## src/hsv2rgb_pkg.sv

```systemverilog
// Shared types, constants and helpers for the HSV to RGB converter.
package hsv2rgb_pkg;

    localparam int HUE_BITS = 16;
    localparam int HUE_W    = 16;
    localparam int CH_W     = 8;
    localparam int HUE6_W   = HUE_BITS + 3;
    localparam int DEN_W    = HUE_BITS + CH_W;
    localparam int TURN_W   = HUE_BITS + 1;
    localparam int PROD_W   = DEN_W + CH_W;
    localparam int SCALED_W = 2 * CH_W;

    localparam logic [CH_W-1:0]   FULL_SCALE = CH_W'(255);
    localparam logic [DEN_W-1:0]  HUE_DEN    = {FULL_SCALE, {HUE_BITS{1'b0}}};
    localparam logic [TURN_W-1:0] HUE_TURN   = {1'b1, {HUE_BITS{1'b0}}};

    typedef enum logic [2:0] {
        SEC_RED_YELLOW,
        SEC_YELLOW_GREEN,
        SEC_GREEN_CYAN,
        SEC_CYAN_BLUE,
        SEC_BLUE_MAGENTA,
        SEC_MAGENTA_RED
    } sector_t;

    typedef struct packed {
        logic [CH_W-1:0] red;
        logic [CH_W-1:0] green;
        logic [CH_W-1:0] blue;
    } rgb_t;

    // floor(y / 255), exact for y up to 255 * 255
    function automatic logic [CH_W-1:0] div255(input logic [SCALED_W-1:0] y);
        logic [SCALED_W:0] sum;
        begin
            sum = {1'b0, y} + {{(CH_W + 1){1'b0}}, y[SCALED_W-1:CH_W]}
                + {{SCALED_W{1'b0}}, 1'b1};
            div255 = sum[SCALED_W-1:CH_W];
        end
    endfunction

endpackage

```

## src/hsv_to_rgb_converter.sv

```systemverilog
// Top level of the HSV to RGB converter: a five-stage streaming pipeline.
//
// Input beats arrive on the s_ channel: hue as a fraction of a full turn,
// saturation and brightness as x/255. Each input beat yields one output beat
// on the m_ channel carrying 8-bit red, green and blue, truncated.
//
// Throughput is one beat per cycle while m_tready is high. The stages are:
// hue times six, the p/q/t numerators (a 16x8 and a 17x8 product), the
// products by brightness (24x8 for q and t, 8x8 for p), the divide by 255
// (shift-add reciprocal), and the sector mux into the output register.
//
// Each stage holds its own valid bit and advances when the next stage is
// empty or advancing, so bubbles collapse and s_tready stays high while any
// stage is free. When the receiver holds m_tready low the output beat is
// held and stages fill up behind it; nothing is dropped or repeated.
//
// Reset clears all valid bits; the pipeline comes up empty and ready.
module hsv_to_rgb_converter
(
    input  logic        clk,
    input  logic        rst_n,
    input  logic        s_tvalid,
    output logic        s_tready,
    input  logic [31:0] s_tdata,   // hue[15:0], saturation[23:16], brightness[31:24]
    output logic        m_tvalid,
    input  logic        m_tready,
    output logic [23:0] m_tdata    // red[7:0], green[15:8], blue[23:16]
);

    localparam int HB  = hsv2rgb_pkg::HUE_BITS;
    localparam int CW  = hsv2rgb_pkg::CH_W;
    localparam int H6W = hsv2rgb_pkg::HUE6_W;
    localparam int DW  = hsv2rgb_pkg::DEN_W;
    localparam int TW  = hsv2rgb_pkg::TURN_W;
    localparam int PW  = hsv2rgb_pkg::PROD_W;
    localparam int SW  = hsv2rgb_pkg::SCALED_W;

    logic v1_reg, v2_reg, v3_reg, v4_reg, v5_reg;
    logic rdy1, rdy2, rdy3, rdy4, rdy5;
    logic ld1, ld2, ld3, ld4, ld5;

    assign rdy5 = !v5_reg || m_tready;
    assign rdy4 = !v4_reg || rdy5;
    assign rdy3 = !v3_reg || rdy4;
    assign rdy2 = !v2_reg || rdy3;
    assign rdy1 = !v1_reg || rdy2;

    assign ld1 = s_tvalid && rdy1;
    assign ld2 = v1_reg && rdy2;
    assign ld3 = v2_reg && rdy3;
    assign ld4 = v3_reg && rdy4;
    assign ld5 = v4_reg && rdy5;

    always_ff @(posedge clk or negedge rst_n)
    begin
        if (!rst_n)
        begin
            v1_reg <= 1'b0;
            v2_reg <= 1'b0;
            v3_reg <= 1'b0;
            v4_reg <= 1'b0;
            v5_reg <= 1'b0;
        end
        else
        begin
            if (rdy1) v1_reg <= s_tvalid;
            if (rdy2) v2_reg <= v1_reg;
            if (rdy3) v3_reg <= v2_reg;
            if (rdy4) v4_reg <= v3_reg;
            if (rdy5) v5_reg <= v4_reg;
        end
    end

    // stage 1: hue times six
    logic [HB-1:0]  hue_in;
    logic [H6W-1:0] h6_next, h6_reg;
    logic [CW-1:0]  sat1_reg, val1_reg;

    assign hue_in  = HB'(s_tdata[hsv2rgb_pkg::HUE_W-1:0]);
    assign h6_next = ({3'b000, hue_in} << 2) + ({3'b000, hue_in} << 1);

    always_ff @(posedge clk)
    begin
        if (ld1)
        begin
            h6_reg   <= h6_next;
            sat1_reg <= s_tdata[23:16];
            val1_reg <= s_tdata[31:24];
        end
    end

    // stage 2: numerators of p, q and t
    logic [HB-1:0]   frac;
    logic [TW-1:0]   rest;
    logic [DW-1:0]   fs;
    logic [DW:0]     rs;
    logic [DW-1:0]   qn_next, tn_next, qn_reg, tn_reg;
    logic [DW:0]     tn_wide;
    logic [CW-1:0]   pn_next, pn_reg, val2_reg;
    logic [2:0]      sec2_reg;

    assign frac    = h6_reg[HB-1:0];
    assign rest    = hsv2rgb_pkg::HUE_TURN - {1'b0, frac};
    assign fs      = frac * sat1_reg;
    assign rs      = rest * sat1_reg;
    assign qn_next = hsv2rgb_pkg::HUE_DEN - fs;
    assign tn_wide = {1'b0, hsv2rgb_pkg::HUE_DEN} - rs;
    assign tn_next = tn_wide[DW-1:0];
    assign pn_next = hsv2rgb_pkg::FULL_SCALE - sat1_reg;

    always_ff @(posedge clk)
    begin
        if (ld2)
        begin
            qn_reg   <= qn_next;
            tn_reg   <= tn_next;
            pn_reg   <= pn_next;
            val2_reg <= val1_reg;
            sec2_reg <= h6_reg[H6W-1:HB];
        end
    end

    // stage 3: scale by brightness, drop the hue fraction bits
    logic [PW-1:0] qx, tx;
    logic [SW-1:0] px_next, qx_next, tx_next;
    logic [SW-1:0] px_reg, qx_reg, tx_reg;
    logic [CW-1:0] val3_reg;
    logic [2:0]    sec3_reg;

    assign qx      = val2_reg * qn_reg;
    assign tx      = val2_reg * tn_reg;
    assign px_next = val2_reg * pn_reg;
    assign qx_next = qx[PW-1:HB];
    assign tx_next = tx[PW-1:HB];

    always_ff @(posedge clk)
    begin
        if (ld3)
        begin
            px_reg   <= px_next;
            qx_reg   <= qx_next;
            tx_reg   <= tx_next;
            val3_reg <= val2_reg;
            sec3_reg <= sec2_reg;
        end
    end

    // stage 4: divide by full scale
    logic [CW-1:0] p4_reg, q4_reg, t4_reg, val4_reg;
    logic [2:0]    sec4_reg;

    always_ff @(posedge clk)
    begin
        if (ld4)
        begin
            p4_reg   <= hsv2rgb_pkg::div255(px_reg);
            q4_reg   <= hsv2rgb_pkg::div255(qx_reg);
            t4_reg   <= hsv2rgb_pkg::div255(tx_reg);
            val4_reg <= val3_reg;
            sec4_reg <= sec3_reg;
        end
    end

    // stage 5: sector mux into the output register
    hsv2rgb_pkg::rgb_t rgb_next, rgb_reg;

    always_comb
    begin
        case (hsv2rgb_pkg::sector_t'(sec4_reg))
            hsv2rgb_pkg::SEC_RED_YELLOW:   rgb_next = '{val4_reg, t4_reg, p4_reg};
            hsv2rgb_pkg::SEC_YELLOW_GREEN: rgb_next = '{q4_reg, val4_reg, p4_reg};
            hsv2rgb_pkg::SEC_GREEN_CYAN:   rgb_next = '{p4_reg, val4_reg, t4_reg};
            hsv2rgb_pkg::SEC_CYAN_BLUE:    rgb_next = '{p4_reg, q4_reg, val4_reg};
            hsv2rgb_pkg::SEC_BLUE_MAGENTA: rgb_next = '{t4_reg, p4_reg, val4_reg};
            default:                       rgb_next = '{val4_reg, p4_reg, q4_reg};
        endcase
    end

    always_ff @(posedge clk)
    begin
        if (ld5)
        begin
            rgb_reg <= rgb_next;
        end
    end

    assign s_tready = rdy1;
    assign m_tvalid = v5_reg;
    assign m_tdata  = {rgb_reg.blue, rgb_reg.green, rgb_reg.red};

endmodule
```

## config.mk

```make
export PLATFORM = sky130hd
export DESIGN_NAME = hsv_to_rgb_converter
export DESIGN_NICKNAME = d
export VERILOG_FILES = /design/src/hsv2rgb_pkg.sv /design/src/hsv_to_rgb_converter.sv
export SDC_FILE = /design/constraint.sdc
export NUM_CORES = 2
export LEC_CHECK = 0
export BUFFER_PORTS_ARGS = -buffer_cell sky130_fd_sc_hd__buf_2
export CORE_MARGIN = 4
export CORE_UTILIZATION = 60
export CTS_CLUSTER_SIZE = 25
export DETAILED_ROUTE_END_ITERATION = 10
export PLACE_DENSITY = 0.8
export RECOVER_POWER = 100
export SLEW_MARGIN = 20
export SYNTH_ARGS = -nofsm -noshare
export SYNTH_HDL_FRONTEND = slang
export SYNTH_SLANG_ARGS = --single-unit
```

## constraint.sdc

```tcl
create_clock -name clk -period 6.29 [get_ports clk]
set_clock_uncertainty 0.2 [all_clocks]
set_input_delay 0.629 -clock clk [delete_from_list [all_inputs] [get_ports clk]]
set_output_delay 0.629 -clock clk [all_outputs]
set_load 0.01 [all_outputs]
```

==> metrics.md <==
| Metric | Value |
|---|---|
| Status | finished with violations |
| Failing checks | max-capacitance violations, max-slew violations |
| Gr usage total | 0.2542 |
| Antenna viol nets, final | 0 |
| Die height | 230.9 um |
| Syn Nets | 3818 |
| Clock slew at reported path FFs | 0.07 ns |
| GR peak layer | met2 |
| Commonest non-fill, non-tap cells in the layout | inv_1 (590), fa_1 (448), nand2_1 (357), and2_1 (328), ha_1 (280) |
| Syn Inst Count | 3045 |
| Full die area | 53340 sq um |
| First-pass DRT Iterations | 5 |
| Yosys reg bits | 221 |
| Final setup viols | 0 |
| Slowest CP cell | fa_1 |
| Max reg flops | 24 |
| Wire length per cell | 17.19 um |
| Worst Reg-to-Reg Cells | 27 |
| Detailed Route WL | 65950 um |
| Async SR Flop Fraction | 0.02262 |
| Final net count | 3923 |
| Slew @ Worst Pin | 3.735 ns |
| WP depth | 27 |
| Total congestion overflow | 0 |
| Required @ worst endpoint | 6.41 ns |
| Initial antenna violation count | 2 |
| Crit path launch type | flip-flop |
| Area Overhead vs Synth | 9.658% |
| Crit end category | flip-flop |
| Share of post-route cells with drive strength above 1 | 0.07535 |
| Pre-CTS setup slack | -0.2772 ns |
| Sink Count | 221 |
| Post-layout min period | 6.250 ns |
| DRT iter0 DRCs | 1170 |
| Initial Util | 0.6080 |
| Clock Tree Buf Depth | 3 |
| Drt drc | 0 |
| Post-synth EDFFs | 216 |
| Hold WC Path Type | primary input to flip-flop |
| Final setup margin | 0.03950 ns |
| Core box area | 49050 sq um |
| Clk root buf | clkbuf_16 |
| RSZ-0062 raised after global routing | true |
| Final max-slew violation count | 280 |
| CP arrival | 6.37 ns |
| Commonest non-fill, non-tap cell in the layout | inv_1 |
| Delay-heaviest family, CP | adder cells |
| Via Count | 21180 |
| Max FO, Critical Path | 5 |
| Mean Syn Cell Area | 9.794 sq um |
| Met3 usage | 0.03036 |
| Worst rel slew slack | -1.490 |
| CTS buffer count | 28 |
| CP peak stage delay | 0.52 ns |
| FP Rows | 81 |
| Final instance area | 32700 sq um |
| Post-DP Area | 31340 sq um |
| Tcrit/Tclk final | 0.9937 |
| Synth Flop Type | edfxtp_1 |
| Min Hold Slack | 0.03175 ns |
| DP HPWL | 53080 um |
| Largest net degree at the start of global routing | 65 |
| Global-route wire length before repair | 111500 um |
| M1 GR Usage | 0.3087 |
| Max Cap Viol | 6 |
| Util after Layout | 0.6667 |
| Worst path bufs/invs | 8 |
| CTS H-tree lvls | 1 |
| Crit Path Category | flip-flop to flip-flop |
| Fmax | 0.1600 GHz |
| Number of global-route vias before repair | 23370 |
| TritonCTS clock tree | built |
| Area of the mapped netlist | 29820 sq um |
| Skew-Pair Late Insertion Delay | 0.58 ns |
| Io pins | 62 |
| GRT met2 Usage | 0.4632 |
| IO Port Bufs | 61 |
| Routability congestion estimate | 0.9132 |
| Unique masters post-synth | 64 |
| Final Hold Viols | 0 |
| Post-synthesis sequential area ratio | 0.2217 |
| Via density | 5.519 |
| Yosys warning total | 0 |
| WHS Path Cells | 1 |
| Chip width | 230.9 um |
synthesized netlist by cell type, types with 12 or more instances:
library cell | instances | share of area
o21a_1 | 21 | 0.0053
a21o_1 | 34 | 0.0086
ha_1 | 287 | 0.12
o21ai_0 | 39 | 0.0065
fa_1 | 450 | 0.30
mux2i_1 | 24 | 0.0081
o21bai_1 | 12 | 0.0030
nand2_1 | 363 | 0.046
nor2_1 | 118 | 0.015
edfxtp_1 | 216 | 0.22
nor2b_1 | 15 | 0.0031
xor2_1 | 39 | 0.011
nand3_1 | 23 | 0.0039
a21oi_1 | 101 | 0.017
clkbuf_1 | 95 | 0.012
nor3_1 | 18 | 0.0030
xnor2_1 | 85 | 0.025
nand2b_1 | 13 | 0.0027
and2_1 | 338 | 0.071
inv_1 | 593 | 0.075
final timing paths:
| path | endpoint | slack, ns | startpoint |
|---|---|---|---|
| min in group asynchronous | m_tvalid | 0.24 | rst_n |
| worst max-delay path | tn_reg[23] | 0.04 | h6_reg[1] |
| worst min-delay path | val1_reg[0] | 0.03 | s_tdata[24] |
| worst min register to register | val4_reg[0] | 0.21 | val3_reg[0] |
| max in group asynchronous | v1_reg | 5.43 | rst_n |
| worst max register to register | tn_reg[23] | 0.04 | h6_reg[1] |
cell families (layout without fill, tap and decap cells):
group,Yosys count,count (layout),synth area share
xor+xnor,124,124,0.03642
simple gates,944,944,0.1571
fa+ha+maj,737,737,0.4225
mux,32,32,0.01108
other cells,0,1,0
flops,221,221,0.2217
buf+inv,696,823,0.08760
compound gates,291,291,0.06360
worst reg2reg max path, cell delays in order (launching register included):
cell and delay [ns]:
edfxtp_1 0.42, buf_6 0.14, nor3_4 0.13, nor3b_4 0.26, buf_6 0.14, nand2_2 0.08, xor2_4 0.23, buf_6 0.13
buf_4 0.09, nand2_1 0.06, ha_1 0.33, inv_1 0.05, fa_1 0.50, inv_2 0.05, fa_1 0.52, inv_1 0.05
fa_1 0.47, inv_1 0.04, ha_2 0.17, a21oi_2 0.13, o21bai_1 0.10, a21o_1 0.18, a221o_1 0.35, o311a_1 0.31
o21a_1 0.20, o21a_1 0.20, o41a_1 0.32, xnor2_1 0.13
layout make-up:
class | instances | area, sq um
Inverter | 593 | 2226
Antenna cell | 1 | 2.502
Clock inverter | 19 | 212.7
Multi-Input combinational cell | 2128 | 20920
Sequential cell | 221 | 6611
Tap cell | 664 | 830.8
Fill cell | 3681 | 16350
Clock buffer | 33 | 719.4
Timing Repair Buffer | 178 | 1177
stage by stage:
step,instances,TNS [ns]
floorplan,3045,0
global placement,3763,-0.09104
detailed placement,3763,-0.3086
CTS,3820,0
global route,3836,-0.3070
finish,3837,0
per-layer routing:
metal / wire length, um / up-vias / share of wire
met5: 16 / - / 0.00024
li1: - / 9756 / -
met3: 3884 / 199 / 0.059
met2: 33710 / 759 / 0.51
met4: 2822 / 2 / 0.043
met1: 25520 / 10460 / 0.39
timing repair:
item / in CTS / in global routing
endpoints found under the hold margin: 7 / 0
setup buffers: 2 / 16
hold buffers: 3 / 0
pin swaps: 5 / 23
gates resized for setup: 20 / 42
endpoints found under the setup margin: 3 / 10
Power is not shown: default switching activity piles up to over one toggle a cycle in this logic, so the estimate is an artifact.
